--- config.mk ---
export PLATFORM = sky130hd
export DESIGN_NAME = cep_sqrt_cell
export DESIGN_NICKNAME = d
export VERILOG_FILES = /design/src/hdl/cep_pkg.sv /design/src/hdl/cep_sqrt_cell.sv
export SDC_FILE = /design/constraint.sdc
export NUM_CORES = 1
export LEC_CHECK = 0
export BUFFER_PORTS_ARGS = -buffer_cell sky130_fd_sc_hd__buf_2
export CAP_MARGIN = 10
export CORE_AREA = 2 2 310 312
export DETAILED_ROUTE_END_ITERATION = 12
export DIE_AREA = 0 0 312 314
export GPL_TIMING_DRIVEN = 0
export PLACE_DENSITY = 0.46
export RECOVER_POWER = 50
export SLEW_MARGIN = 10
export SYNTH_ARGS = -nofsm -noshare
export SYNTH_HDL_FRONTEND = slang
export SYNTH_SLANG_ARGS = --single-unit
--- constraint.sdc ---
create_clock -name clock -period 4.1 [get_ports clock]
set_input_delay 0.41 -clock clock [delete_from_list [all_inputs] [get_ports clock]]
set_output_delay 0.41 -clock clock [all_outputs]
set_load 0.005 [all_outputs]
--- src/hdl/cep_pkg.sv ---
// Types shared by the cable endpoint position pipeline cells and top level.
// No dependencies.
`default_nettype none
package cep_pkg;

   localparam int unsigned WordW = 32;
   localparam int unsigned LenW  = 24;
   localparam int unsigned NumW  = WordW + LenW;
   localparam int unsigned RadW  = 2 * WordW;
   localparam int unsigned RemW  = WordW + 2;
   localparam int unsigned SqrtSteps = WordW;
   localparam int unsigned DivSteps  = LenW;

   localparam logic [2:0] CSR_LEN = 3'd0;
   localparam logic [LenW-1:0] LEN_RESET = 24'd131072;

   // side data that travels with a word through the chain
   typedef struct packed {
      logic                        zero;
      logic [2:0]                  sgn;
      logic [2:0][WordW-1:0]       load;
      logic [2:0][NumW-1:0]        num;
   } ctx_type;

   typedef struct packed {
      ctx_type                     ctx;
      logic [RadW-1:0]             rad;
      logic [RemW-1:0]             rem;
      logic [WordW-1:0]            root;
   } sqrt_type;

   typedef struct packed {
      ctx_type                     ctx;
      logic [WordW-1:0]            den;
      logic [2:0][WordW-1:0]       rem;
      logic [2:0][LenW-1:0]        quo;
   } div_type;

endpackage
`default_nettype wire

--- src/hdl/cep_sqrt_cell.sv ---
// One step of the integer square root: two radicand bits in, one root bit out.
// Depends on cep_pkg.
`default_nettype none
module cep_sqrt_cell (
   input  wire logic              clock,
   input  wire logic              reset,
   input  wire logic              en,
   input  wire logic              in_valid,
   input  wire cep_pkg::sqrt_type in_word,
   output logic                   out_valid,
   output cep_pkg::sqrt_type      out_word
);

   logic                  valid_ff;
   cep_pkg::sqrt_type     word_ff;
   cep_pkg::sqrt_type     word_in;
   logic [cep_pkg::RemW-1:0] part;
   logic [cep_pkg::RemW-1:0] trial;

   always_comb begin
      part  = {in_word.rem[cep_pkg::RemW-3:0], in_word.rad[cep_pkg::RadW-1 -: 2]};
      trial = {in_word.root, 2'b01};
      word_in     = in_word;
      word_in.rad = {in_word.rad[cep_pkg::RadW-3:0], 2'b00};
      if (part >= trial) begin
         word_in.rem  = part - trial;
         word_in.root = {in_word.root[cep_pkg::WordW-2:0], 1'b1};
      end else begin
         word_in.rem  = part;
         word_in.root = {in_word.root[cep_pkg::WordW-2:0], 1'b0};
      end
   end

   always_ff @(posedge clock) begin
      if (reset) begin
         valid_ff <= 1'b0;
      end else if (en) begin
         valid_ff <= in_valid;
      end
   end

   always_ff @(posedge clock) begin
      if (en) begin
         word_ff <= word_in;
      end
   end

   assign out_valid = valid_ff;
   assign out_word  = word_ff;

endmodule
`default_nettype wire

### Word-level counts from Yosys, hierarchy flattened

Index checks and enable logic that the tools add are counted.
Widths: inputs -> output; s select.

| word-level totals | value |
|---|---|
| memory bits (writable) | 0 |
| memories kept | 0 |
| bits in registers | 397 |
| input port bits | 402 |
| latch bits | 0 |
| memory bits (read-only) | 0 |
| output and inout port bits | 399 |
| logic and storage cells | 15 |

| cells by class | value |
|---|---|
| multiply operators | 0 |
| muxes and demuxes | 1 |
| add/sub/neg operators | 1 |
| div/mod/pow operators | 0 |
| reduce and logical (&&, ||, !) cells | 0 |
| bitwise logic cells | 0 |
| eq/ne operators | 0 |
| shift-type cells | 0 |
| $lt $le $gt $ge | 1 |

Operators with widths:

| kind | count |
|---|---|
| $mux 66 | 1 |
| $ge 34x34->1 | 1 |
| $sub 34x34->34 | 1 |

### Longest topological paths before layout

Gate-level depths: netlist (run 1).

| depth | value |
|---|---|
| depth after elaboration | 2 |
| mapped depth | 14 |

### Worst setup path before layout (run 1)

No wires, ideal clock.

| timing path | value |
|---|---|
| path type | input to register |
| from | input in_word[0] (netlist name) |
| to | register word_ff (netlist bit out_word[34]) (data pin) |
| stages on the path | 13 |
| path slack | 1.163 ns |
| path buffers | 1 |
| arrival | 2.676 ns |
| data required time | 3.840 ns |
| setup time | 0.260 ns |
| path through | inv_1 > ha_1 > nand2b_2 > a21oi_2 > nand2b_4 > a21o_1 > a21oi_4 > a21oi_2 > o41ai_4 > o21a_4 > inv_4 > buf_12 > mux2_4 |

RTL lines:

| what | RTL line | text |
|---|---|---|
| start: declaration | cep_sqrt_cell.sv:9 | `input wire cep_pkg::sqrt_type in_word,` |
| end signal: assignment | cep_sqrt_cell.sv:44 | `word_ff <= word_in;` |
| end: declaration | cep_sqrt_cell.sv:15 | `cep_pkg::sqrt_type word_ff;` |

==> results of run 1 <==
[cell usage after synthesis, types with 7 or more instances]
| library cell | n |
|---|---|
| nor3_1 | 7 |
| a21oi_1 | 31 |
| o21ai_0 | 16 |
| a21o_1 | 11 |
| nand3_1 | 8 |
| nor2_1 | 23 |
| clkbuf_1 | 8 |
| mux2_4 | 28 |
| xnor2_1 | 16 |
| edfxtp_1 | 396 |
| xor2_1 | 12 |
| inv_1 | 42 |
| nand2_1 | 30 |
| ha_1 | 34 |
[how the worst min path moves through the flow]
| stage | startpoint | endpoint | slack (ps) | cells after the start |
|---|---|---|---|---|
| 2_1_floorplan | reset | out_valid$_SDFFE_PP0P_ | 480 | 1 |
| 3_3_place_gp | out_valid$_SDFFE_PP0P_ | out_valid$_SDFFE_PP0P_ | 480 | 2 |
| 3_5_place_dp | out_valid$_SDFFE_PP0P_ | out_valid$_SDFFE_PP0P_ | 490 | 2 |
| 4_1_cts | in_word[1] | out_word[2]$_DFFE_PP_ | 6 | 1 |
| 5_1_grt | in_word[41] | out_word[43]$_DFFE_PP_ | 80 | 2 |
| 6_report | in_word[39] | out_word[41]$_DFFE_PP_ | 120 | 2 |
[routing by layer]
metal	GRT usage	vias to the layer above	share of wire
met5	0	-	0.0016
met3	0.0491	113	0.087
met2	0.217	570	0.49
met4	0.0613	16	0.047
met1	0.142	5769	0.38
li1	-	5360	-
[state kept, by name, summed over array words and instances (netlist names)]
name,flops
out_valid,1
out_word,396
[power by group through the flow]
| stage | Sequential [W] | Clock [W] | Combinational (W) |
|---|---|---|---|
| 2_1_floorplan | 0.00508 | 0 | 0.000399 |
| 3_3_place_gp | 0.00509 | 0 | 0.00133 |
| 3_5_place_dp | 0.00504 | 0 | 0.00135 |
| 4_1_cts | 0.00496 | 0.00455 | 0.00165 |
| 5_1_grt | 0.00499 | 0.00466 | 0.00174 |
| 6_report | 0.00496 | 0.00436 | 0.00162 |
[cells by family after synthesis]
family	after synthesis
AND/OR/NAND/NOR	97
other	1
adder cells (fa/ha/maj)	34
XOR/XNOR	28
flip-flops	397
buffers and inverters	59
multiplexers	31
AO/OA/AOI/OAI	106
[cell type report]
| type | count | area [µm²] |
|---|---|---|
| Antenna cell | 10 | 25.0 |
| Buffer | 15 | 115 |
| Clock buffer | 53 | 1220 |
| Clock inverter | 34 | 374 |
| Fill cell | 9831 | 69100 |
| Inverter | 44 | 168 |
| Multi-Input combinational cell | 298 | 2360 |
| Sequential cell | 397 | 11900 |
| Tap cell | 1265 | 1580 |
| Timing Repair Buffer | 1158 | 7620 |
[metrics by stage]
stage | util | power [W]
2_1_floorplan | - | 0.00548
3_3_place_gp | 0.213 | 0.00642
3_5_place_dp | 0.214 | 0.00638
4_1_cts | 0.269 | 0.0112
5_1_grt | 0.269 | 0.0114
6_report | 0.269 | 0.0109
[worst max-delay path: cells and delay by family]
kind,cells,cell delay [ps]
simple gates,2,220
buf+inv,3,720
fa+ha+maj,1,380
compound gates,7,2270
[what timing repair did]
item                                    4_1_cts  5_1_grt
gates resized for setup                       0        1
buffers inserted                              0        0
hold buffers                                358        0
endpoints found under the setup margin        0        1
hold endpoints to repair                    357        0
==> key figures, run 1 <==
Cells and area
  – Most common cell after layout, fill and taps aside: buf_2
  – Post-Layout Cell Count: 3274
  – Most frequent cells in the layout: buf_2, edfxtp_1, dlygate4sd3_1, clkbuf_1, clkbuf_16
  – Fin area: 25400 µm²
  – Layout cells sized above 1: 0.441
  – Nets: 2398
  – P&R area growth vs syn: 74.5%

CTS
  – Root Buffer: clkbuf_16
  – CTS tree: built
  – Clock sinks: between 300 and 400
  – Clock transition at path regs: 60 ps
  – Number of buffers created by CTS: 48
  – Clk Latency, worst-skew pair: 620 ps
  – Clock Path Buffers: 3
  – CTS H-Tree Depth: 2

Status
  – Failing checks: max-capacitance violations, max-slew violations
  – Status: complete, but fails checks

STA
  – Slew at the pin closest to its max-slew limit: 3070 ps
  – Final Hold Fails: 0
  – Fin crit share: 0.896
  – RSZ-0062 raised after global routing: false
  – Post-route setup TNS: 0 ps
  – Min Hold Slack: ~120 ps
  – Final setup violation count: 0
  – Max Freq: around 0.27 GHz
  – Max-slew headroom: -1.05
  – Slew Viols, Final: 47
  – Setup ws final: 427 ps
  – Clock Skew: 0 ps
  – Final min period: between 3000 and 4000 ps

Power
  – Leakage: 10.6 nW
  – Max VDD drop: 0.243 mV
  – Switching part of the total: 0.249
  – PwrDens: 431 nW/µm²
  – Psw: around 0.0027 W
  – Combinational Power Share: 0.148
  – Power share of the clock group: 0.399
  – P_int: 0.00822 W
  – Seq pwr share: 0.453

Synthesis
  – Post-synthesis adder-cell area fraction: 0.0292
  – Yosys top cell area share: 0.817
  – Post-synth ARST share: 0
  – Synthesized netlist cell count: 753
  – Synthesis-stage register bit count: 397
  – Post-synthesis cell type count: 61
  – Synth Flop Type: edfxtp_1
  – Sequential share of the synthesized area: 0.819
  – Xor/xnor share of the synthesized area: 0.0169
  – Cell taking the most area after synthesis: edfxtp_1
  – Compound-Gate Fraction of Synth Area: 0.0520
  – Post-synth EDFFs: 396
  – Syn Area/Cell: 19.3 µm²
  – Synth Warn #: 0
  – Largest family of logic cells by synthesized area: compound AO/OA/AOI/OAI gates
  – Top post-synthesis cells by area: edfxtp_1, ha_1, mux2_4, inv_1, a21oi_1
  – Area of the mapped netlist: 14500 µm²
  – Mux contribution to synthesized area: 0.0310
  – Simple-Gate Fraction of Synth Area: 0.0324

Hold path
  – Worst Hold Class: in2reg

Die
  – Die Width: between 300 and 400 µm
  – Initial Util: 0.154
  – Die Y: 314 µm
  – Num rows: 113
  – Core footprint: 94400 µm²
  – Die area: a little under 100000 µm²
  – Ports: 801

Route
  – Vias: 11828
  – Via density: 3.61
  – DRT iter0 DRCs: between 800 and 900
  – Residual DRC: 0
  – Drt pass-1 iters: 5
  – Wirelength per Cell: between 20 and 25 µm
  – Wirelength, routed: 66.6 mm
  – Final ANT Viol Nets: 0

Critical path
  – Worst Path Required: 4440 ps
  – CP Max Fanout: 5
  – Critical Path Max Stage Delay: 530 ps
  – Reg2reg path depth: 3
  – Critical Path Sink: out_word[61]$_DFFE_PP_
  – CP Launch Type: input pin
  – Crit path launch: in_word[2]
  – Reg-to-Reg End: out_valid$_SDFFE_PP0P_
  – Crit Path Class: in2reg
  – CP Cell Sequence: dlygate4sd3_1, clkbuf_1, inv_1, ha_1, nand2_2, o31ai_2, o2111a_1, nor2_1, o21ai_1, a21boi_2, o22ai_2, a211oi_1, o41ai_1
  – Crit-path slowest cell: dlygate4sd3_1
  – Worst R2R Start: out_valid$_SDFFE_PP0P_
  – CP endpoint kind: flip-flop
  – Flop2flop setup slack: just under 3000 ps
  – Arrival time worst endpoint: 4010 ps

Placement
  – Setup WS pre-CTS: slightly below 200 ps
  – RD Place Congestion: 0.918
  – DP Cell Count: 2819
  – # port buffers: a little under 800
  – Placed Area: a little over 20000 µm²
  – Final HPWL DP: just over 50 mm

Job
  – Max_cap viols: 1

Global routing
  – Largest net degree at the start of global routing: 97
  – Number of global-route vias before repair: 12383
  – First-pass GRT wire length: about 90 mm
  – Gr usage total: 0.128
  – Initial antenna violation count: 20
  – Global-route congestion overflow total: 0
(Power assumes the default switching activity.)
==> run 2, diff against run 1 <==
--- a/config.mk
+++ b/config.mk
@@ -13,6 +13,7 @@
 export GPL_TIMING_DRIVEN = 0
 export PLACE_DENSITY = 0.46
 export RECOVER_POWER = 50
+export REMOVE_ABC_BUFFERS = 1
 export SLEW_MARGIN = 10
 export SYNTH_ARGS = -nofsm -noshare
 export SYNTH_HDL_FRONTEND = slang
==> run 2 against run 1 <==
  * The flow still finishes with violations (max-capacitance violations, max-slew violations)
  * Maximum frequency down 4.3%
  * Highest routed layer unchanged
  * Hold slack got worse by 40 ps
  * Worst setup slack got worse by 170 ps
  * Via count shrank 1.1%
  * Critical path type unchanged
  * Design area shrank 0.91%
  * Largest cell class unchanged
  * Core utilization is 0.24 points lower
  * Critical path depth fell by 1
==> key figures, run 2 (same netlist as run 1, synthesis figures left out) <==
CTS
  – Clock Path Buffers: 3
  – Post_cts resized: 0
  – Clock transition at path regs: approximately 60 ps
  – CTS tree: built
  – Setup Buffers After CTS: 0
  – Root Buffer: clkbuf_16
  – Hold Buf Count CTS: 358
  – Clk Latency, worst-skew pair: 600 ps
  – Number of buffers created by CTS: 47
  – Clock sinks: 397
  – CTS H-Tree Depth: 2

Power
  – Seq pwr share: 0.461
  – Leakage: 10.4 nW
  – Switching part of the total: 0.247
  – Max VDD drop: 0.305 mV
  – Psw: 0.00267 W
  – Combinational Power Share: 0.146
  – PwrDens: 429 nW/µm²
  – Total power draw: 0.0108 W
  – Power share of the clock group: 0.394
  – P_int: 0.00813 W

Status
  – Failing checks: max-capacitance violations, max-slew violations
  – Status: complete, but fails checks

Route
  – Final ANT Viol Nets: 0
  – Drt pass-1 iters: 5
  – Wirelength per Cell: 20.2 µm
  – DRT iter0 DRCs: 758
  – Wirelength, routed: 65.7 mm
  – Residual DRC: 0
  – Via density: about 3.6
  – Vias: ~12000

STA
  – Final Hold Fails: 0
  – Max-slew headroom: -0.368
  – Fin crit share: 0.936
  – Min Hold Slack: 79.5 ps
  – Slew Viols, Final: 193
  – Slew at the pin closest to its max-slew limit: 2050 ps
  – Final min period: 3840 ps
  – RSZ-0062 raised after global routing: false
  – Final setup violation count: 0
  – Max Freq: ~0.26 GHz
  – Clock Skew: 0 ps

Die
  – Initial Util: 0.154
  – Die area: 98000 µm²
  – Die Y: roughly 310 µm
  – Die Width: about 310 µm
  – Core footprint: 94400 µm²
  – Ports: 801
  – Num rows: between 100 and 150

Cells and area
  – P&R area growth vs syn: 72.9%
  – Area occupied by registers: 11900 µm²
  – Layout cells sized above 1: 0.434
  – Most frequent cells in the layout: buf_2, edfxtp_1, dlygate4sd3_1, clkbuf_1, clkbuf_16
  – Nets: 2381
  – Fin area: about 25000 µm²
  – Most common cell after layout, fill and taps aside: buf_2
  – Layout filler cell count: 9852
  – Multi-input gate area: between 2000 and 2500 µm²
  – Max reg flops: ~400
  – Post-Layout Cell Count: 3255

Hold path
  – Worst Hold Class: in2reg

Critical path
  – Crit Path Class: in2reg
  – CP endpoint kind: flip-flop
  – Arrival time worst endpoint: 4190 ps
  – CP Max Fanout: 30
  – CP Launch Type: input pin
  – Worst Path Required: 4450 ps

Job
  – Max_cap viols: 2

Placement
  – Placed Area: about 20000 µm²
  – RD Place Congestion: 0.974
  – Final HPWL DP: 50.5 mm
  – # port buffers: 796
  – DP Cell Count: 2803

Global routing
  – Initial antenna violation count: 22
  – Largest net degree at the start of global routing: 120
  – First-pass GRT wire length: between 80 and 90 mm
  – Global-route congestion overflow total: 0
  – Number of global-route vias before repair: 12273
  – Gr usage total: 0.127
[run 2: stage by stage]
stage               setup TNS (ps)  setup slack (ps)  utilization
floorplan                        0              1160            -
global placement          -1356170             -3500        0.212
detailed placement               0              62.2        0.213
CTS                              0               187        0.267
global route                     0              43.4        0.266
finish                           0               261        0.266
[run 2: final timing paths]
check / start / end / slack [ps] / depth (start not counted)
setup / recovery: in_word[7] / out_word[49]$_DFFE_PP_ / 260 / 12
hold / removal: in_valid / out_valid$_SDFFE_PP0P_ / 80 / 3
setup reg to reg: out_valid$_SDFFE_PP0P_ / out_valid$_SDFFE_PP0P_ / 3470 / 2
hold reg to reg: out_valid$_SDFFE_PP0P_ / out_valid$_SDFFE_PP0P_ / 540 / 2
[run 2: worst max-delay path: stages]
cell and delay, ps:
dlygate4sd3_1 520, clkbuf_1 120, inv_1 60, ha_1 380
nand4_1 300, a21oi_1 490, a21oi_4 150, a21oi_2 410
o41ai_4 200, o21a_4 300, inv_4 440, mux2_4 360
[run 2: power groups by stage]
stage	combinational (W)	sequential, W	clock, W
after floorplan	0.000381	0.00508	0
after global placement	0.00129	0.00510	0
after detailed placement	0.00131	0.00505	0
after CTS	0.00161	0.00497	0.00443
after global routing	0.00169	0.00500	0.00456
final	0.00157	0.00497	0.00425
[run 2: layout make-up]
class                           instances  share of cell area
Multi-Input combinational cell        298              0.0937
Clock inverter                         22              0.0104
Timing Repair Buffer                 1157               0.301
Sequential cell                       397               0.474
Antenna cell                            9            0.000895
Inverter                               44             0.00667
Clock buffer                           63              0.0512
Tap cell                             1265              0.0629
[run 2: per-layer routing]
layer  share of wire  up-vias  track usage
li1                -     5309            -
met2            0.48      595        0.211
met3           0.098      121       0.0513
met4           0.043       14       0.0568
met1            0.38     5658        0.143
met5          0.0012        -            0
