`src/hdl/cep_pkg.sv`:
```
// Types shared by the cable endpoint position pipeline cells and top level.
// No dependencies.
`default_nettype none
package cep_pkg;

   localparam int unsigned WordW = 32;
   localparam int unsigned LenW  = 24;
   localparam int unsigned NumW  = WordW + LenW;
   localparam int unsigned RadW  = 2 * WordW;
   localparam int unsigned RemW  = WordW + 2;
   localparam int unsigned SqrtSteps = WordW;
   localparam int unsigned DivSteps  = LenW;

   localparam logic [2:0] CSR_LEN = 3'd0;
   localparam logic [LenW-1:0] LEN_RESET = 24'd131072;

   // side data that travels with a word through the chain
   typedef struct packed {
      logic                        zero;
      logic [2:0]                  sgn;
      logic [2:0][WordW-1:0]       load;
      logic [2:0][NumW-1:0]        num;
   } ctx_type;

   typedef struct packed {
      ctx_type                     ctx;
      logic [RadW-1:0]             rad;
      logic [RemW-1:0]             rem;
      logic [WordW-1:0]            root;
   } sqrt_type;

   typedef struct packed {
      ctx_type                     ctx;
      logic [WordW-1:0]            den;
      logic [2:0][WordW-1:0]       rem;
      logic [2:0][LenW-1:0]        quo;
   } div_type;

endpackage
`default_nettype wire

```
`src/hdl/cep_div_cell.sv`:
```
// One restoring division step for all three components, one quotient bit each.
// Depends on cep_pkg.
`default_nettype none
module cep_div_cell (
   input  wire logic             clock,
   input  wire logic             reset,
   input  wire logic             en,
   input  wire logic             in_valid,
   input  wire cep_pkg::div_type in_word,
   output logic                  out_valid,
   output cep_pkg::div_type      out_word
);

   logic                 valid_ff;
   cep_pkg::div_type     word_ff;
   cep_pkg::div_type     word_in;
   logic [cep_pkg::WordW:0] part;

   always_comb begin
      word_in = in_word;
      part    = '0;
      for (int i = 0; i < 3; i++) begin
         part = {in_word.rem[i], in_word.ctx.num[i][cep_pkg::LenW-1]};
         word_in.ctx.num[i] = {in_word.ctx.num[i][cep_pkg::NumW-2:0], 1'b0};
         if (part >= {1'b0, in_word.den}) begin
            word_in.rem[i] = cep_pkg::WordW'(part - {1'b0, in_word.den});
            word_in.quo[i] = {in_word.quo[i][cep_pkg::LenW-2:0], 1'b1};
         end else begin
            word_in.rem[i] = part[cep_pkg::WordW-1:0];
            word_in.quo[i] = {in_word.quo[i][cep_pkg::LenW-2:0], 1'b0};
         end
      end
   end

   always_ff @(posedge clock) begin
      if (reset) begin
         valid_ff <= 1'b0;
      end else if (en) begin
         valid_ff <= in_valid;
      end
   end

   always_ff @(posedge clock) begin
      if (en) begin
         word_ff <= word_in;
      end
   end

   assign out_valid = valid_ff;
   assign out_word  = word_ff;

endmodule
`default_nettype wire

```
`config.mk`:
```
export PLATFORM = sky130hd
export DESIGN_NAME = cep_div_cell
export DESIGN_NICKNAME = d
export VERILOG_FILES = /design/src/hdl/cep_pkg.sv /design/src/hdl/cep_div_cell.sv
export SDC_FILE = /design/constraint.sdc
export NUM_CORES = 1
export LEC_CHECK = 0
export ABC_AREA = 1
export BUFFER_PORTS_ARGS = -buffer_cell sky130_fd_sc_hd__buf_2
export CAP_MARGIN = 0
export CORE_AREA = 2 2 371 373
export DETAILED_ROUTE_END_ITERATION = 7
export DIE_AREA = 0 0 373 375
export GPL_ROUTABILITY_DRIVEN = 0
export GPL_TIMING_DRIVEN = 0
export REMOVE_ABC_BUFFERS = 1
export SETUP_SLACK_MARGIN = 0.05
export SLEW_MARGIN = 15
export SYNTH_ARGS = -nofsm -noshare
export SYNTH_HDL_FRONTEND = slang
export SYNTH_SLANG_ARGS = --single-unit
```
`constraint.sdc`:
```
create_clock -name clock -period 3.9 [get_ports clock]
set_input_delay 0.195 -clock clock [delete_from_list [all_inputs] [get_ports clock]]
set_output_delay 0.195 -clock clock [all_outputs]
set_load 0.01 [all_outputs]
```
==> After elaboration in Yosys (flattened, before gate mapping) <==
Cells that the tools add are included.
{ "word_totals": {"regBits": 466, "inputBits": 472, "output_inout_bits": 469, "word_cells": 28} }
{ "op_classes": {"add_sub_neg": 3, "magnitude_cmp": 3, "mux": 6} }
{ "ops": {"columns": ["op", "n"], "rows": [
  ["$ge 33x32->1", 3],
  ["$mux 32", 3],
  ["$sub 32x32->32", 3],
  ["$mux 1", 3]
]} }

==> Longest topological paths before layout <==
Gate-level depths: netlist of run 1.
{ "logic_depth": {"depth_word": 2, "depth_mapped": 16, "depth_no_buf": 15} }

==> Least setup slack after synthesis of run 1 <==
Ideal clock, no wire load.
{ "synth_path": {"path_type": "input to register", "startpoint": "input in_word[172] (netlist name)", "endpoint": "register word_ff (netlist bit out_word[100]) (data pin)", "setup_time_ns": 0.252, "t_arrival_ns": 1.596, "required_time_ns": 3.648, "setup_slack_ns": 2.052, "cell_stages": 14, "path_buffers": 1, "path_cell_list": "inv_1 -> ha_1 -> nand2_1 -> nand2_1 -> nand3b_2 -> nand2_2 -> nand2_2 -> nand2_2 -> nand2_2 -> nand2_4 -> nand2_8 -> buf_6 -> nand2_1 -> nand2_1"} }
{ "synth_lines": {"columns": ["element", "line", "source"], "rows": [
  ["start, declared", "cep_div_cell.sv:9", "input wire cep_pkg::div_type in_word,"],
  ["end signal, assigned", "cep_div_cell.sv:45", "word_ff <= word_in;"],
  ["end, declared", "cep_div_cell.sv:15", "cep_pkg::div_type word_ff;"]
]} }

==> impl_metrics.py, run 1 <==
metrics = {
    "layout": {
        "fill_cells": 14600,
        "drive_above_1_share_pct": 28.7,
        "final_area_um2": 36800,
        "final_cell_mix": "buf_2, nand2_1, edfxtp_1",
        "syn2layout_area_growth_pct": 58.4,
        "layout_commonest_cell": "buf_2",
        "nNetsFinal": 4376,
    },
    "synth": {
        "yosys.area_share.simple_pct": 23.7,
        "synth.distinct_cells": 35,
        "ys_ff_latch": 466,
        "avgSynthCellArea_um2": 9.79,
        "synthAdderAreaFrac_pct": 5.43,
        "synth_compound_area_share_pct": 1.57,
        "syn_area_um2": 23200,
        "synthMuxAreaShare_pct": 0.0431,
        "synth_top_family_by_area": "simple AND/OR/NAND/NOR gates",
        "ys_seq_area_share_pct": 60.2,
        "synth_xor_area_share_pct": 1.58,
        "ys_warn_count": 0,
        "synth_cells": 2375,
    },
    "detailed_routing": {
        "via_count": 22800,
        "drtPass1Iterations": 5,
        "routed_via_density": 4.02,
        "drt_wl_total_mm": 147,
        "drt_first_iter_violations": 1587,
        "ant_nets": 0,
        "wl_per_cell_um": 26.0,
        "remaining_drc_errors": 0,
    },
    "floorplanning": {
        "fp-row-count": 136,
        "die_h_um": 375,
        "ios": 941,
        "core-area_um2": 136000,
        "die_area_um2": 140000,
        "start_util_pct": 17.1,
        "die_x_um": 373,
    },
    "sta": {
        "hold_viol_final": 0,
        "min_period_ns": 3.60,
        "fin_ws_ns": 0.297,
        "fin_skew_ns": 0,
        "worst-slew-pin-transition_ns": 0.925,
        "finalSetupViolCount": 0,
        "relSlewSlack_pct": 38.2,
        "finalCritPeriodShare_pct": 92.4,
        "rsz0062_at_grt": "false",
        "clock.fmax_ghz": 0.278,
        "slew_violations": 0,
    },
    "global_route": {
        "antenna_found_initial": 96,
        "grt_pass1_wl_mm": 190,
        "grt-ovfl-total": 0,
        "grt_max_degree": 99,
        "grt_pass1_vias": 21800,
        "grt_usage_pct": 20.2,
    },
    "power_and_ir_drop": {
        "power.switching_w": 0.00483,
        "power_density_nw_per_um2": 424,
        "intPower_w": 0.0108,
        "peakVddDrop_mv": 0.348,
        "swShare_pct": 30.9,
        "p_comb_share_pct": 22.4,
        "power.leakage_nw": 17.4,
        "p_seq_share_pct": 39.7,
        "clkPwrFrac_pct": 37.8,
    },
    "clock_network": {
        "cts_buffer_depth": 3,
        "cts_tree": "built",
        "clk_pin_slew_ns": 0.06,
        "cts_resized": 0,
        "clock-sinks": 466,
        "postCtsHoldBufs": 462,
        "clock_latency_ns": 0.67,
        "cts_buffers": 59,
        "cts-root-buf": "clkbuf_16",
        "h-tree-depth": 2,
        "postCtsSetupRepairBufs": 0,
    },
    "placed_design": {
        "port_buffers": 931,
        "dp_hpwl_mm": 124,
        "pre_cts_ws_ns": 0.371,
        "place_area_um2": 30100,
    },
    "flow_run": {
        "cap_viol_max_count": 0,
    },
    "critical_path": {
        "startpoint_type": "input pin",
        "worstPathArrival_ns": 4.00,
        "rr_endpoint": "out_valid$_SDFFE_PP0P_",
        "cp-startpoint": "in_word[187]",
        "crit_path_end_kind": "flip-flop",
        "r2r_slack_ns": 2.76,
        "reg2reg_depth": 3,
        "cp.required_ns": 4.30,
        "cp_max_fo": 35,
        "endpoint": "out_word[122]$_DFFE_PP_",
        "rr_startpoint": "out_valid$_SDFFE_PP0P_",
        "worstSetupPathType": "input pin to flip-flop",
    },
    "min_path": {
        "min_delay_path_depth": 2,
        "min_path_type": "input pin to flip-flop",
    },
    "outcome": {
        "run_status": "completed",
    },
}
## worst max-delay path, stage by stage
cell and delay, ns:
dlygate4sd3_1 0.62, buf_2 0.16, inv_1 0.54, ha_1 0.43, nand2_1 0.17, nor2_2 0.06, nand2_1 0.10, nor2_2 0.05
nand4_1 0.10, nand2_1 0.10, nor2_4 0.71, nand2_8 0.39, nand3_2 0.20, nand2_1 0.13
## cells in the mapped netlist, drive strengths merged
master  count  area (µm²)
mux2i       1        10.0
a21oi      60         304
inv       399        1500
xor2       39         342
nand2     868        3350
nand3b     23         176
or2         1        6.26
fa          3        60.1
nand4       9        56.3
and2       15        93.8
buf        31         239
edfxtp    465       14000
ha         96        1200
xnor2       3        26.3
nor2      126         533
conb        1        3.75
o21ai       6        30.0
dfxtp       1        20.0
o21bai      4        30.0
nor3       29         165
nand3     195        1140
## layer usage
| layer | part of all wire (%) | up-vias | GRT usage (%) |
|---|---|---|---|
| li1 | - | 10600 | - |
| met1 | 38 | 10800 | 23.0 |
| met2 | 45 | 1103 | 32.8 |
| met3 | 12 | 244 | 10.1 |
| met4 | 4.2 | 44 | 6.99 |
| met5 | 0.18 | - | 0 |
## power by group through the flow
stage | Clock [W] | Sequential [W] | Combinational (W)
detailed placement | 0 | 0.00630 | 0.00307
global placement | 0 | 0.00637 | 0.00304
floorplan | 0 | 0.00656 | 0.00110
global route | 0.00629 | 0.00625 | 0.00380
finish | 0.00591 | 0.00621 | 0.00350
CTS | 0.00613 | 0.00621 | 0.00355
## registers in the layout, indices dropped and copies added, names as in the netlist
register and count:
out_word 465, out_valid 1
## how the worst min path moves through the flow
stage | start | to | slack [ns]
floorplan | reset | out_valid$_SDFFE_PP0P_ | 0.27
global placement | in_word[350] | out_word[351]$_DFFE_PP_ | 0.37
detailed placement | in_word[467] | out_word[467]$_DFFE_PP_ | 0.37
CTS | in_word[350] | out_word[351]$_DFFE_PP_ | 0.14
global route | in_word[341] | out_word[342]$_DFFE_PP_ | 0.17
finish | in_word[445] | out_word[445]$_DFFE_PP_ | 0.21
## logic make-up (layout without fill, tap and decap cells)
| logic type | after synthesis | in the layout |
|---|---|---|
| other | 1 | 30 |
| buffers and inverters | 430 | 1904 |
| adders and majority gates | 99 | 99 |
| AOI/OAI and AO/OA | 70 | 70 |
| xor gates and xnor gates | 42 | 42 |
| muxes | 1 | 1 |
| and+or+nand+nor | 1266 | 1266 |
| DFF | 466 | 466 |
## per-stage QoR
step / TNS, ns / cells / utilization (%) / power (W) / hold slack [ns]
5_1_grt: 0 / 5653 / 27.0 / 0.0163 / 0.172
4_1_cts: 0 / 5645 / 27.0 / 0.0159 / 0.138
3_3_place_gp: -2329.98 / 5071 / 22.0 / 0.00941 / 0.372
3_5_place_dp: 0 / 5076 / 22.1 / 0.00937 / 0.373
6_report: 0 / 5672 / 27.0 / 0.0156 / 0.207
2_1_floorplan: 0 / 2346 / - / 0.00766 / 0.267
## cell type report
| cell class | count | area [µm²] | share of cell area [%] |
|---|---|---|---|
| flip-flops and latches | 466 | 14000 | 38.0 |
| clock buffers | 65 | 1500 | 4.07 |
| diodes | 27 | 67.6 | 0.184 |
| well taps | 1794 | 2240 | 6.10 |
| inverters | 399 | 1500 | 4.07 |
| clock inverters | 42 | 554 | 1.51 |
| repair buffers | 1398 | 9430 | 25.6 |
| multi-input cells | 1481 | 7530 | 20.5 |
No activity file was read; power rests on OpenSTA's default activity.
==> run 2: changes to the inputs <==
--- a/config.mk
+++ b/config.mk
@@ -8,9 +8,10 @@
 export ABC_AREA = 1
 export BUFFER_PORTS_ARGS = -buffer_cell sky130_fd_sc_hd__buf_2
 export CAP_MARGIN = 0
-export CORE_AREA = 2 2 371 373
+export CORE_AREA = 2 2 367 369
+export CTS_BUF_LIST = sky130_fd_sc_hd__clkbuf_4 sky130_fd_sc_hd__clkbuf_8
 export DETAILED_ROUTE_END_ITERATION = 7
-export DIE_AREA = 0 0 373 375
+export DIE_AREA = 0 0 369 371
 export GPL_ROUTABILITY_DRIVEN = 0
 export GPL_TIMING_DRIVEN = 0
 export REMOVE_ABC_BUFFERS = 1
==> run 2 against run 1 <==
Compared with the run above: clock power is 4.4% lower; clock skew unchanged; register-to-register slack hardly changed; die area is 2.1% lower; core utilization up 0.67 points; worst setup slack improved by 0.33 ns; sequential share of layout area rose by 0.056 points; highest routed layer unchanged.
==> impl_metrics.py, run 2 (synthesized netlist as in run 1, its figures left out) <==
metrics = {
    "detailed_routing": {
        "drt_wl_total_mm": 148,
        "via_count": 23000,
        "drt_first_iter_violations": 1619,
        "routed_via_density": 4.02,
        "wl_per_cell_um": 25.8,
        "remaining_drc_errors": 0,
        "ant_nets": 0,
        "drtPass1Iterations": 6,
    },
    "sta": {
        "rsz0062_at_grt": "false",
        "finalCritPeriodShare_pct": 84.0,
        "relSlewSlack_pct": 37.4,
        "hold_viol_final": 0,
        "fin_ws_ns": 0.623,
        "slew_violations": 0,
        "worst-slew-pin-transition_ns": 0.936,
        "clock.fmax_ghz": 0.305,
        "fin_skew_ns": 0,
        "finalSetupViolCount": 0,
        "min_period_ns": 3.28,
    },
    "floorplanning": {
        "die_x_um": 369,
        "start_util_pct": 17.5,
        "fp-row-count": 134,
        "die_area_um2": 137000,
        "ios": 941,
        "core-area_um2": 133000,
        "die_h_um": 371,
    },
    "global_route": {
        "grt_pass1_vias": 22100,
        "grt_pass1_wl_mm": 190,
        "grt_usage_pct": 20.7,
        "grt_max_degree": 103,
        "grt-ovfl-total": 0,
        "antenna_found_initial": 102,
    },
    "clock_network": {
        "postCtsSetupRepairBufs": 0,
        "cts-root-buf": "clkbuf_8",
        "h-tree-depth": 3,
        "postCtsHoldBufs": 462,
        "clk_pin_slew_ns": 0.07,
        "clock-sinks": 466,
        "cts_tree": "built",
        "cts_buffers": 94,
        "cts_resized": 0,
        "cts_buffer_depth": 3,
        "clock_latency_ns": 0.77,
    },
    "layout": {
        "layout_commonest_cell": "buf_2",
        "multi_input_area_um2": 7530,
        "fill_cells": 14200,
        "final_cell_mix": "buf_2, nand2_1, edfxtp_1",
        "largest_reg_flops": 465,
        "final_cells": 5721,
        "drive_above_1_share_pct": 29.5,
        "syn2layout_area_growth_pct": 58.1,
        "final_util_pct": 27.7,
        "seq_area_um2": 14000,
        "nNetsFinal": 4411,
        "final_area_um2": 36800,
    },
    "placed_design": {
        "place_area_um2": 30000,
        "dpl.cell_count": 5050,
        "port_buffers": 931,
        "dp_hpwl_mm": 123,
        "pre_cts_ws_ns": 0.396,
    },
    "power_and_ir_drop": {
        "p_total_w": 0.0154,
        "power.leakage_nw": 17.5,
        "peakVddDrop_mv": 0.271,
        "power_density_nw_per_um2": 418,
    },
    "critical_path": {
        "cp_max_fo": 35,
        "worstSetupPathType": "input pin to flip-flop",
        "cp.required_ns": 4.40,
        "worstPathArrival_ns": 3.78,
        "startpoint_type": "input pin",
        "crit_path_end_kind": "flip-flop",
    },
    "flow_run": {
        "cap_viol_max_count": 0,
    },
    "outcome": {
        "run_status": "completed",
    },
    "min_path": {
        "min_path_type": "input pin to flip-flop",
    },
}
## run 2: final timing paths
kind                                              from  slack (ns)                      end  depth (start not counted)
worst min register to register  out_valid$_SDFFE_PP0P_        1.04   out_valid$_SDFFE_PP0P_                          3
worst max-delay path                      in_word[187]        0.62  out_word[164]$_DFFE_PP_                         16
worst min-delay path                      in_word[384]        0.12  out_word[384]$_DFFE_PP_                          2
worst max register to register  out_valid$_SDFFE_PP0P_        2.76   out_valid$_SDFFE_PP0P_                          3
## run 2: per-layer routing
layer	wire length (µm)	part of all wire, %	global-route usage (%)	vias to the layer above
met3	18500	13	10.8	299
li1	-	-	-	10700
met1	57000	39	23.8	10800
met5	391	0.26	0	-
met4	5790	3.9	6.92	50
met2	66100	45	33.0	1164
## run 2: where the power goes
part / internal, W / switching, W
sequential: 0.00608 / 0.000133
clock: 0.00315 / 0.00250
combinational: 0.00126 / 0.00225
## run 2: area by class of cell
type	instances	area share, %
Sequential cell	466	38.0
Timing Repair Buffer	1398	25.7
Multi-Input combinational cell	1481	20.5
Tap cell	1768	6.02
Inverter	399	4.07
Clock buffer	116	3.99
Clock inverter	53	1.45
Antenna cell	40	0.272
## run 2: stage by stage
stage,hold slack [ns],setup TNS (ns)
after global routing,0.0489,0
after global placement,0.372,-2399.68
after floorplan,0.267,0
after CTS,0.0179,0
after detailed placement,0.373,0
final,0.122,0
## run 2: critical path, cell delays in order
cell,delay (ns)
dlygate4sd3_1,0.59
buf_2,0.15
inv_1,0.42
ha_1,0.40
nand2_1,0.13
inv_1,0.05
nand2_1,0.05
nand2_1,0.06
nand2_1,0.06
nand2_1,0.07
nand2_1,0.06
nand2_1,0.14
nor2_4,0.71
nand2_8,0.36
nand3_2,0.22
nand2_1,0.06
==> run 3: changes to the inputs <==
--- a/config.mk
+++ b/config.mk
@@ -8,10 +8,10 @@
 export ABC_AREA = 1
 export BUFFER_PORTS_ARGS = -buffer_cell sky130_fd_sc_hd__buf_2
 export CAP_MARGIN = 0
-export CORE_AREA = 2 2 367 369
+export CORE_AREA = 2 2 364 366
 export CTS_BUF_LIST = sky130_fd_sc_hd__clkbuf_4 sky130_fd_sc_hd__clkbuf_8
 export DETAILED_ROUTE_END_ITERATION = 7
-export DIE_AREA = 0 0 369 371
+export DIE_AREA = 0 0 366 368
 export GPL_ROUTABILITY_DRIVEN = 0
 export GPL_TIMING_DRIVEN = 0
 export REMOVE_ABC_BUFFERS = 1
==> constraint.sdc (replaced) <==
create_clock -name clock -period 2.65 [get_ports clock]
set_input_delay 0.1325 -clock clock [delete_from_list [all_inputs] [get_ports clock]]
set_output_delay 0.1325 -clock clock [all_outputs]
set_load 0.01 [all_outputs]
==> run 3 against run 2 <==
Compared with the run above: first-iteration DRC count rose by 13%; final cell count rose by 2.6%; non-clock buffer count rose by 176; critical path type unchanged; largest cell class unchanged; largest power group unchanged.
==> impl_metrics.py, run 3 (synthesized netlist as in run 1, its figures left out) <==
metrics = {
    "outcome": {
        "run_status": "completed",
    },
    "critical_path": {
        "worstPathArrival_ns": 2.98,
        "crit_path_end_kind": "flip-flop",
        "startpoint_type": "input pin",
        "cpMostUsedCell": "nand2_1",
        "cp_cell_sequence": "dlygate4sd3_1, buf_2, ha_1, inv_1, o21bai_1, a21oi_1, nand3_2, nor2_4, nand2_8, nand2_1, nand2_1",
        "cp_slowest_cell": "dlygate4sd3_1",
        "cp_max_fo": 33,
        "max_stage_delay_ns": 0.58,
        "worstSetupPathType": "input pin to flip-flop",
        "cp.required_ns": 3.11,
        "cp-startpoint": "in_word[101]",
        "rr_startpoint": "out_valid$_SDFFE_PP0P_",
    },
    "layout": {
        "syn2layout_area_growth_pct": 65.3,
        "largest_reg_flops": 465,
        "nNetsFinal": 4589,
        "final_cell_mix": "buf_2, nand2_1, dlygate4sd3_1",
        "drive_above_1_share_pct": 28.6,
        "final_area_um2": 38400,
        "layout_commonest_cell": "buf_2",
    },
    "global_route": {
        "grt-ovfl-total": 0,
        "grt_max_degree": 101,
        "antenna_found_initial": 106,
        "grt_pass1_vias": 23300,
        "grt_pass1_wl_mm": 198,
        "grt_usage_pct": 21.8,
    },
    "min_path": {
        "worstHoldStart": "in_word[42]",
        "min_path_type": "input pin to flip-flop",
    },
    "clock_network": {
        "cts_tree": "built",
        "clock_latency_ns": 0.77,
        "clk_pin_slew_ns": 0.06,
        "clock-sinks": 466,
        "h-tree-depth": 3,
        "cts_buffers": 93,
        "cts-root-buf": "clkbuf_8",
        "cts_buffer_depth": 3,
    },
    "floorplanning": {
        "die_x_um": 366,
        "ios": 941,
        "die_h_um": 368,
        "fp-row-count": 133,
        "die_area_um2": 135000,
        "start_util_pct": 17.8,
        "core-area_um2": 131000,
    },
    "sta": {
        "finalSetupViolCount": 0,
        "relSlewSlack_pct": 43.0,
        "hold_viol_final": 0,
        "slew_violations": 0,
        "rsz0062_at_grt": "false",
        "finalCritPeriodShare_pct": 95.2,
        "worst-slew-pin-transition_ns": 0.855,
        "min_period_ns": 2.52,
        "clock.fmax_ghz": 0.396,
        "fin_skew_ns": 0,
        "fin_ws_ns": 0.127,
    },
    "placed_design": {
        "pre_cts_ws_ns": -0.742,
        "port_buffers": 931,
        "dp_hpwl_mm": 125,
        "place_area_um2": 30000,
    },
    "power_and_ir_drop": {
        "power_density_nw_per_um2": 589,
        "peakVddDrop_mv": 0.314,
        "p_comb_share_pct": 23.8,
        "p_seq_share_pct": 40.4,
        "power.leakage_nw": 18.2,
        "swShare_pct": 31.9,
        "clkPwrFrac_pct": 35.8,
        "intPower_w": 0.0154,
        "power.switching_w": 0.00723,
    },
    "detailed_routing": {
        "via_count": 24100,
        "remaining_drc_errors": 0,
        "drt_first_iter_violations": 1824,
        "routed_via_density": 4.10,
        "wl_per_cell_um": 26.0,
        "drt_wl_total_mm": 153,
        "ant_nets": 0,
        "drtPass1Iterations": 6,
    },
    "flow_run": {
        "cap_viol_max_count": 0,
    },
}
run 3: changes by cell type in the layout (fill, tap and decap cells not counted), moves of 2 or more:
cell | before | now
buf_4 | 0 | 7
bufinv_16 | 10 | 7
clkbuf_4 | 21 | 24
clkinv_1 | 26 | 18
diode_2 | 40 | 29
dlygate4sd3_1 | 462 | 631
nand2_2 | 13 | 11
nand2_4 | 1 | 3
nor2_2 | 12 | 15
run 3: area by class of cell:
cell class | count | area (µm²)
clock buffers | 120 | 1500
inverters | 399 | 1500
fillers | 13800 | 92400
repair buffers | 1574 | 11200
diodes | 29 | 72.6
flip-flops and latches | 466 | 14000
well taps | 1755 | 2200
multi-input cells | 1484 | 7560
clock inverters | 45 | 448
run 3: power groups by stage:
stage | sequential (W) | clock (W) | combinational [W]
global route | 0.00920 | 0.00867 | 0.00581
detailed placement | 0.00928 | 0 | 0.00452
global placement | 0.00939 | 0 | 0.00447
floorplan | 0.00966 | 0 | 0.00162
CTS | 0.00915 | 0.00841 | 0.00538
finish | 0.00915 | 0.00810 | 0.00538
run 3: stage by stage:
step | util (%) | hold slack (ns) | setup TNS (ns) | total power [W] | std cells
final | 29.4 | 0.0802 | 0 | 0.0226 | 5872
after global placement | 22.8 | 0.309 | -2988.01 | 0.0139 | 5032
after global routing | 29.4 | 0.00787 | 0 | 0.0237 | 5856
after detailed placement | 22.9 | 0.311 | -56.34 | 0.0138 | 5037
after floorplan | - | 0.205 | 0 | 0.0113 | 2346
after CTS | 29.2 | -0.380 | 0 | 0.0229 | 5829
run 3: timing repair:
item                       4_1_cts  5_1_grt
hold buffers                   627        4
hold endpoints to repair       620        4
setup buffers                    0        7
setup endpoints to repair        0       87
gates resized for setup          0        2
run 3: worst max-delay path: cells and delay by family:
family,cells,cell delay (ns)
simple gates,5,1.24
compound gates,2,0.41
buf+inv,3,0.82
fa+ha+maj,1,0.35
run 3: per-layer routing:
layer	wire, µm	track usage, %	vias up
li1	-	-	11000
met1	56700	24.1	11300
met2	66400	34.1	1278
met3	20200	12.1	347
met4	8940	10.1	50
met5	443	0.748	-
run 3: worst paths after layout:
kind / endpoint / slack, ns / cells past startpoint
worst max-delay path: out_word[88]$_DFFE_PP_ / 0.13 / 11
worst min-delay path: out_word[43]$_DFFE_PP_ / 0.08 / 2
worst max register to register: out_valid$_SDFFE_PP0P_ / 1.50 / 3
worst min register to register: out_valid$_SDFFE_PP0P_ / 1.06 / 3
